`src/rtl/nts_pkg.sv`:
```
// Shared types and constants for the n-gram table fragment search block.
// No dependencies; every other file imports it.
package nts_pkg;

  // Channel field widths
  localparam int OPCODE_W = 1;
  localparam int NGRAM_W  = 24;
  localparam int FRAG_W   = 24;
  localparam int FLEN_W   = 2;
  localparam int OFF_W    = 14;
  localparam int STATUS_W = 2;

  // Bytes held in one stored word; higher bytes of a wider n-gram read as zero
  localparam int STORED_BYTES = 3;
  // Position of a match inside one n-gram (n-grams are at most 8 bytes)
  localparam int POS_W = 3;

  // Parameter defaults
  localparam int NGRAM_BYTES_DEF   = 3;
  localparam int TABLE_ENTRIES_DEF = 4096;

  localparam logic [OPCODE_W-1:0] OP_LOAD   = 1'b0;
  localparam logic [OPCODE_W-1:0] OP_SEARCH = 1'b1;

  localparam logic [STATUS_W-1:0] STATUS_OK   = 2'd0;
  localparam logic [STATUS_W-1:0] STATUS_MISS = 2'd1;
  localparam logic [STATUS_W-1:0] STATUS_FULL = 2'd2;

  typedef enum logic [1:0] {
    ST_IDLE,
    ST_SCAN,
    ST_RESP
  } state_t;

  typedef struct packed {
    logic             hit;
    logic [POS_W-1:0] pos;
  } match_res_t;

endpackage

```
`src/rtl/nts_match.sv`:
```
// Per-entry fragment matcher: checks every byte position of one n-gram at once
// and reports the first one at or after the start offset. Depends on nts_pkg.
module nts_match
  import nts_pkg::*;
#(
  parameter int NGRAM_BYTES = NGRAM_BYTES_DEF,
  parameter int OFS_W       = OFF_W
) (
  input  logic [NGRAM_W-1:0] word,
  input  logic [FRAG_W-1:0]  frag,
  input  logic [FLEN_W-1:0]  flen,
  input  logic [OFS_W-1:0]   base,   // byte offset of this entry
  input  logic [OFS_W-1:0]   start,
  output match_res_t         res
);

  logic [7:0]             eb [NGRAM_BYTES+2];
  logic [7:0]             fb [3];
  logic [NGRAM_BYTES-1:0] ok;
  logic [OFS_W-1:0]       gap;

  // positions below 'gap' lie before the start offset
  assign gap = (start > base) ? (start - base) : '0;

  always_comb begin
    // bytes past the stored word (and past the entry) read as zero
    for (int j = 0; j < NGRAM_BYTES + 2; j++) begin
      eb[j] = 8'(word >> (8 * j));
    end
    for (int i = 0; i < 3; i++) begin
      fb[i] = frag[8*i +: 8];
    end
    for (int k = 0; k < NGRAM_BYTES; k++) begin
      ok[k] = (OFS_W'(k) >= gap)
           && ((k + int'(flen)) <= NGRAM_BYTES)
           && ((flen < 2'd1) || (eb[k]   == fb[0]))
           && ((flen < 2'd2) || (eb[k+1] == fb[1]))
           && ((flen < 2'd3) || (eb[k+2] == fb[2]));
    end
  end

  always_comb begin
    res = '0;
    for (int k = NGRAM_BYTES - 1; k >= 0; k--) begin
      if (ok[k]) begin
        res.hit = 1'b1;
        res.pos = POS_W'(k);
      end
    end
  end

endmodule

```
`config.mk`:
```
export PLATFORM = sky130hd
export DESIGN_NAME = nts_match
export DESIGN_NICKNAME = d
export VERILOG_FILES = /design/src/rtl/nts_pkg.sv /design/src/rtl/nts_match.sv
export SDC_FILE = /design/constraint.sdc
export NUM_CORES = 1
export LEC_CHECK = 0
export BUFFER_PORTS_ARGS = -buffer_cell sky130_fd_sc_hd__buf_4
export CAP_MARGIN = 30
export CORE_ASPECT_RATIO = 0.6
export CORE_UTILIZATION = 23
export DETAILED_ROUTE_END_ITERATION = 16
export SKIP_LAST_GASP = 1
export SLEW_MARGIN = 10
export SYNTH_ARGS = -nofsm -noshare
export SYNTH_HDL_FRONTEND = slang
export SYNTH_SLANG_ARGS = --single-unit
```
`constraint.sdc`:
```
create_clock -name vclk -period 2.4
set_clock_uncertainty 0.1 [all_clocks]
set_input_delay 0 -clock vclk [all_inputs]
set_output_delay 0 -clock vclk [all_outputs]
set_load 0.01 [all_outputs]
```
==> flow_metrics.env, run 1 <==
export IMPL_die_height_um=62.9
export IMPL_layout_area_overhead_vs_synth_pct=58.8
export IMPL_drc=0
export IMPL_tns_ns=0
export IMPL_multi_input_area_um2=1390
export IMPL_synth_nets=285
export IMPL_grt_ovfl_total=0
export IMPL_endpoint="res[1]"
export IMPL_ys_warnings_count=0
export IMPL_initialDrtViolationCount=135
export IMPL_grt_pass1_vias=1521
export IMPL_core_area_um2=5750
export IMPL_io_buffer_count=81
export IMPL_flops_and_latches=0
export IMPL_start_util_pct=24.7
export IMPL_dr_pass1_iters=4
export IMPL_wirelength_mm=5.20
export IMPL_post_dp_cell_area_um2=2170
export IMPL_period_minus_slack_ns=2.29
export IMPL_antenna_found_initial=0
export IMPL_synthCells=192
export IMPL_fill_cells=625
export IMPL_cp_max_fo=4
export IMPL_p_per_area_nw_per_um2=219
export IMPL_hold_viol_final=0
export IMPL_vias_per_cell=4.78
export IMPL_wl_per_cell_um=14.5
export IMPL_antenna_left=0
export IMPL_cp_end_kind="output pin"
export IMPL_layout_drive_gt1_share_pct=38.7
export IMPL_tightestPinTransition_ns=0.515
export IMPL_slew_headroom_pct=65.4
export IMPL_grt_max_degree=10
export IMPL_final_area_um2=2250
export IMPL_clock_fmax_ghz=0.437
export IMPL_power_leakage_nw=1.04
export IMPL_fin_crit_sh_pct=95.3
export IMPL_hpwl_mm=4.51
export IMPL_n_antenna_cell=0
export IMPL_drv_cap=0
export IMPL_startpoint_type="input pin"
export IMPL_status="finished, final reports clean"
export IMPL_ys_seq_area_share_pct=0
export IMPL_critPathKind="input pin to output pin"
export IMPL_worstPathArrival_ns=2.19
export IMPL_holdBufCountCts=0
export IMPL_finalMaxSlewViolations=0
export IMPL_seq_area_um2=0
export IMPL_fin_nets=374
export IMPL_peakVddDrop_v=0.0000963
export IMPL_setup_viol=0
export IMPL_cp_required_ns=2.30
export IMPL_dieArea_um2=6500
export IMPL_ios=82
export IMPL_grt_pass1_wl_mm=7.80
export IMPL_gp_congestion=0.937
export IMPL_groute_usage_overall_pct=15.2
export IMPL_crit_start="base[6]"
export IMPL_hold_class="input pin to output pin"
export IMPL_row_count=21
export IMPL_vias=1717
export IMPL_syn_avg_cell_area_um2=7.40
export IMPL_synth_cell_types=45
export IMPL_die_w_um=103
export IMPL_clockBufferCount=0
export IMPL_synth_area_um2=1420
-- power by group --
group	total [mW]	internal (mW)	switching [mW]
clock	0	0	0
sequential	0	0	0
combinational	0.495	0.253	0.242
-- worst max-delay path: stages --
cell       delay (ns)
buf_4            0.08
inv_1            0.03
ha_1             0.31
nand4_1          0.23
a211oi_1         0.12
a2111oi_2        0.38
mux2i_1          0.25
o211ai_1         0.15
o31ai_2          0.30
and3_1           0.20
buf_4            0.12
-- area by class of cell --
type / count / share of cell area [%]
Multi-Input combinational cell: 166 / 61.8
Timing Repair Buffer: 90 / 30.0
Tap cell: 80 / 4.44
Inverter: 23 / 3.83
-- cells in the mapped netlist, drive strengths merged, types with 3 or more instances --
library cell	count	area, um^2
nand2b	4	32.5
a21oi	16	80.1
ha	14	175
inv	23	86.3
nand3	4	20.0
o211ai	3	22.5
nor4	8	80.1
o21ai	6	30.0
xor2	33	289
o21a	7	52.6
buf	3	17.5
nor2	6	22.5
xnor2	19	166
nand4	8	50.1
a211oi	3	22.5
nand2	5	18.8
-- cell families after synthesis --
kind of cell,share of synthesized area [%]
multiplexers,0.705
buffers and inverters,7.31
XOR/XNOR,32.1
adder cells (fa/ha/maj),13.7
AND/OR/NAND/NOR,19.2
AO/OA/AOI/OAI,26.7
other,0.264
-- metrics by stage --
| stage | utilization [%] | worst slack [ns] | power, mW | std cells | hold slack [ns] |
|---|---|---|---|---|---|
| CTS | 37.7 | 0.0400 | 0.466 | 358 | 0.348 |
| global placement | 37.7 | 0.000890 | 0.465 | 358 | 0.345 |
| finish | 39.2 | 0.114 | 0.495 | 359 | 0.353 |
| floorplan | - | 0.342 | 0.254 | 192 | 0.113 |
| global route | 39.2 | -0.0396 | 0.540 | 359 | 0.369 |
| detailed placement | 37.7 | 0.00651 | 0.462 | 358 | 0.349 |
-- routing by layer --
layer	GRT usage [%]	share of wire (%)
met5	0	0
met2	17.9	37
met1	28.3	54
met4	0	0
met3	0.895	8.7
-- what timing repair did --
action | CTS | global route
setup buffers | 0 | 1
endpoints found under the setup margin | 1 | 3
pin swaps | 0 | 6
gates resized for setup | 1 | 15
-- placed cells by master, fill, tap and decap left out, drive strengths merged, types with 7 or more instances in the layout --
| cell | synthesis | final |
|---|---|---|
| buf | 3 | 90 |
| xor2 | 33 | 33 |
| a21oi | 16 | 16 |
| ha | 14 | 14 |
| o21a | 7 | 7 |
| xnor2 | 19 | 19 |
| nand4 | 8 | 8 |
| inv | 23 | 23 |
| nor4 | 8 | 8 |
-- worst min path at each step --
stage	startpoint	endpoint	depth (start not counted)
after floorplan	flen[1]	res[1]	2
after global placement	flen[1]	res[1]	4
after detailed placement	flen[1]	res[1]	4
after CTS	flen[1]	res[1]	4
after global routing	flen[1]	res[1]	4
final	flen[1]	res[1]	4
(Power assumes the default switching activity.)
==> run 2: changes to the inputs <==
==> constraint.sdc (replaced) <==
create_clock -name vclk -period 2.4
set_clock_uncertainty 0.1 [all_clocks]
set_input_delay 0.24 -clock vclk [all_inputs]
set_output_delay 0.24 -clock vclk [all_outputs]
set_load 0.01 [all_outputs]
==> flow_metrics.env, run 2 (synthesized netlist as in run 1, its figures left out) <==
export IMPL_fin_crit_sh_pct=108
export IMPL_utilization_pct=46.0
export IMPL_holdBufCountCts=0
export IMPL_post_place_ws_ns=-0.366
export IMPL_finalNonFillerCells=377
export IMPL_tightestPinTransition_ns=0.516
export IMPL_worst_hold_slack_ns=0.794
export IMPL_period_minus_slack_ns=2.60
export IMPL_slew_headroom_pct=65.2
export IMPL_layout_drive_gt1_share_pct=52.5
export IMPL_vias_per_cell=4.73
export IMPL_row_count=21
export IMPL_fill_cells=541
export IMPL_dp_cells=375
export IMPL_vias=1783
export IMPL_flops_and_latches=0
export IMPL_highest_layer="met3"
export IMPL_most_common_layout_cells="buf_4 (102), xor2_1 (33), xnor2_1 (19), inv_1 (14), ha_4 (11)"
export IMPL_seq_area_um2=0
export IMPL_core_area_um2=5750
export IMPL_die_w_um=103
export IMPL_fin_nets=392
export IMPL_status="finished with violations"
export IMPL_power_leakage_nw=1.15
export IMPL_drc=0
export IMPL_hold_class="input pin to output pin"
export IMPL_ios=82
export IMPL_drv_cap=0
export IMPL_cp_required_ns=2.06
export IMPL_wirelength_mm=5.70
export IMPL_cp_end_kind="output pin"
export IMPL_startpoint_type="input pin"
export IMPL_hold_viol_final=0
export IMPL_tns_ns=-0.541
export IMPL_hpwl_mm=4.64
export IMPL_clock_fmax_ghz=0.385
export IMPL_layout_area_overhead_vs_synth_pct=86.5
export IMPL_peakVddDrop_v=0.000105
export IMPL_final_common_cell="buf_4"
export IMPL_wl_met1_mm=3.06
export IMPL_multi_input_area_um2=1620
export IMPL_finalMaxSlewViolations=0
export IMPL_die_height_um=62.9
export IMPL_failed_checks="setup timing"
export IMPL_fin_ws_ns=-0.195
export IMPL_groute_usage_overall_pct=16.0
export IMPL_io_buffer_count=81
export IMPL_rsz0062_at_grt="yes"
export IMPL_initialDrtViolationCount=129
export IMPL_dr_pass1_iters=4
export IMPL_gp_congestion=0.833
export IMPL_worstPathArrival_ns=2.26
export IMPL_critPathKind="input pin to output pin"
export IMPL_n_antenna_cell=0
export IMPL_setup_viol=3
export IMPL_start_util_pct=24.7
export IMPL_clockBufferCount=0
export IMPL_antenna_found_initial=0
export IMPL_met3_length_um=416
export IMPL_grt_ovfl_total=0
export IMPL_p_per_area_nw_per_um2=232
export IMPL_grt_pass1_wl_mm=8.15
export IMPL_grt_pass1_vias=1590
export IMPL_wl_per_cell_um=15.1
export IMPL_cp_max_fo=3
export IMPL_antenna_left=0
export IMPL_grt_max_degree=10
export IMPL_wl_met2_mm=2.22
export IMPL_dieArea_um2=6500
==> run 2: worst max-delay path, stage by stage <==
cell,delay (ns)
buf_4,0.08
inv_1,0.05
ha_4,0.26
inv_2,0.05
a222oi_1,0.35
nand3_1,0.17
a2111oi_4,0.25
o2111ai_2,0.19
o31ai_4,0.30
and3_4,0.22
buf_6,0.10
==> run 2: stage by stage <==
step	instance area (um^2)	total power, mW
after floorplan	1440	0.260
after global placement	2310	0.497
after detailed placement	2310	0.497
after CTS	2380	0.520
after global routing	2650	0.659
final	2650	0.614
==> run 2: per-layer routing <==
layer  GRT usage (%)  up-vias
met1            29.2      823
li1                -      905
met3            1.23        0
met5               0        -
met2            19.4       55
met4               0        0
==> run 2: final timing paths <==
path / start / endpoint / slack, ns / cells past startpoint
hold / removal: flen[1] / res[1] / 0.79 / 4
setup / recovery: base[13] / res[1] / -0.20 / 11
==> run 2: layout make-up <==
| type | instances | share of cell area (%) |
|---|---|---|
| multi-input combinational | 166 | 61.3 |
| inverter | 23 | 3.45 |
| tap | 80 | 3.78 |
| timing repair buffer | 108 | 31.5 |
==> run 2: power breakdown <==
part | internal (mW) | switching, mW
combinational | 0.323 | 0.291
clock | 0 | 0
sequential | 0 | 0
==> run 2: timing repair <==
action / in CTS / in global routing
setup buffers: 0 / 2
pin swaps: 8 / 21
setup endpoints to repair: 3 / 3
resized for setup: 19 / 48
==> run 3: changes to the inputs <==
- CORE_UTILIZATION: 23 -> 45
- PLACE_DENSITY: default -> 0.82
==> flow_metrics.env, run 3 (synthesized netlist as in run 1, its figures left out) <==
export IMPL_initialDrtViolationCount=175
export IMPL_drv_cap=0
export IMPL_cp_max_fo=5
export IMPL_vias=1987
export IMPL_worst_hold_slack_ns=0.834
export IMPL_period_minus_slack_ns=2.80
export IMPL_hold_viol_final=0
export IMPL_antenna_found_initial=0
export IMPL_grt_ovfl_total=0
export IMPL_fin_ws_ns=-0.400
export IMPL_fin_crit_sh_pct=117
export IMPL_most_common_layout_cells="buf_4 (108), xor2_1 (33), inv_1 (22), xnor2_1 (18)"
export IMPL_io_buffer_count=81
export IMPL_n_antenna_cell=0
export IMPL_core_area_um2=2930
export IMPL_flops_and_latches=0
export IMPL_utilization_pct=86.3
export IMPL_cp_end_kind="output pin"
export IMPL_vias_per_cell=5.79
export IMPL_gp_congestion=0.930
export IMPL_die_w_um=74.5
export IMPL_grt_max_degree=10
export IMPL_grt_pass1_wl_mm=8.71
export IMPL_failed_checks="setup timing"
export IMPL_dp_cells=342
export IMPL_antenna_left=0
export IMPL_wl_per_cell_um=19.0
export IMPL_rsz0062_at_grt="yes"
export IMPL_fin_nets=396
export IMPL_hold_class="input pin to output pin"
export IMPL_grt_pass1_vias=1742
export IMPL_finalMaxSlewViolations=0
export IMPL_p_per_area_nw_per_um2=245
export IMPL_finalNonFillerCells=343
export IMPL_setup_viol=3
export IMPL_status="finished with violations"
export IMPL_layout_area_overhead_vs_synth_pct=77.9
export IMPL_final_common_cell="buf_4"
export IMPL_row_count=15
export IMPL_die_height_um=45.5
export IMPL_peakVddDrop_v=0.000193
export IMPL_tns_ns=-1.16
export IMPL_cp_required_ns=2.06
export IMPL_worstPathArrival_ns=2.46
export IMPL_clockBufferCount=0
export IMPL_critPathKind="input pin to output pin"
export IMPL_groute_usage_overall_pct=34.9
export IMPL_startpoint_type="input pin"
export IMPL_start_util_pct=48.5
export IMPL_dieArea_um2=3390
export IMPL_hold_depth=4
export IMPL_layout_drive_gt1_share_pct=48.5
export IMPL_wirelength_mm=6.50
export IMPL_dr_pass1_iters=5
export IMPL_ios=82
export IMPL_holdBufCountCts=0
export IMPL_power_leakage_nw=1.17
export IMPL_hpwl_mm=4.82
export IMPL_clock_fmax_ghz=0.357
export IMPL_drc=0
export IMPL_seq_area_um2=0
## run 3: cell count changes in the layout (fill, tap and decap cells not counted), moves of 2 or more
cell	delta
buf_4	+6
ha_4	-5
inv_2	-7
a211oi_2	-2
inv_1	+8
a211oi_1	+2
a21oi_4	-2
buf_6	-2
ha_1	+5
a21oi_2	+2
## run 3: worst paths after layout
kind | from | to | slack (ns)
hold / removal | flen[1] | res[1] | 0.83
setup / recovery | base[8] | res[1] | -0.40
## run 3: worst max-delay path, cell delays in order
cell and delay [ns]:
buf_4 0.07, inv_1 0.03, ha_1 0.36, nand4_1 0.19, a211oi_1 0.09, a2111oi_2 0.36
mux2i_1 0.28, o211ai_1 0.14, o31ai_2 0.35, and3_1 0.22, buf_6 0.11
## run 3: metal layers
| layer | global-route usage [%] | wire length, um |
|---|---|---|
| met1 | 51.0 | 2870 |
| met2 | 55.5 | 2790 |
| met4 | 0.377 | 82 |
| met3 | 7.74 | 760 |
| met5 | 0 | 0 |
## run 3: cell type report
class	instances	area, um^2
Fill cell	181	402
Inverter	23	88.8
Tap cell	42	52.6
Timing Repair Buffer	112	856
Multi-Input combinational cell	166	1530
## run 3: report_power, final
part           total, mW  internal, mW  leakage (nW)  switching (mW)
clock network          0             0             0               0
registers              0             0             0               0
logic              0.619         0.314          1.17           0.304
## run 3: timing repair
item | 4_1_cts | 5_1_grt
gates resized for setup | 26 | 18
cloned | 0 | 0
buffers inserted | 0 | 1
setup endpoints to repair | 3 | 3
pin swaps | 13 | 12
## run 3: per-stage QoR
| step | setup WS (ns) | cell area (um^2) | total power [mW] |
|---|---|---|---|
| 2_1_floorplan | 0.000434 | 1440 | 0.260 |
| 3_3_place_gp | -0.379 | 2300 | 0.502 |
| 3_5_place_dp | -0.453 | 2300 | 0.512 |
| 4_1_cts | -0.253 | 2400 | 0.544 |
| 5_1_grt | -0.485 | 2530 | 0.651 |
| 6_report | -0.400 | 2530 | 0.619 |
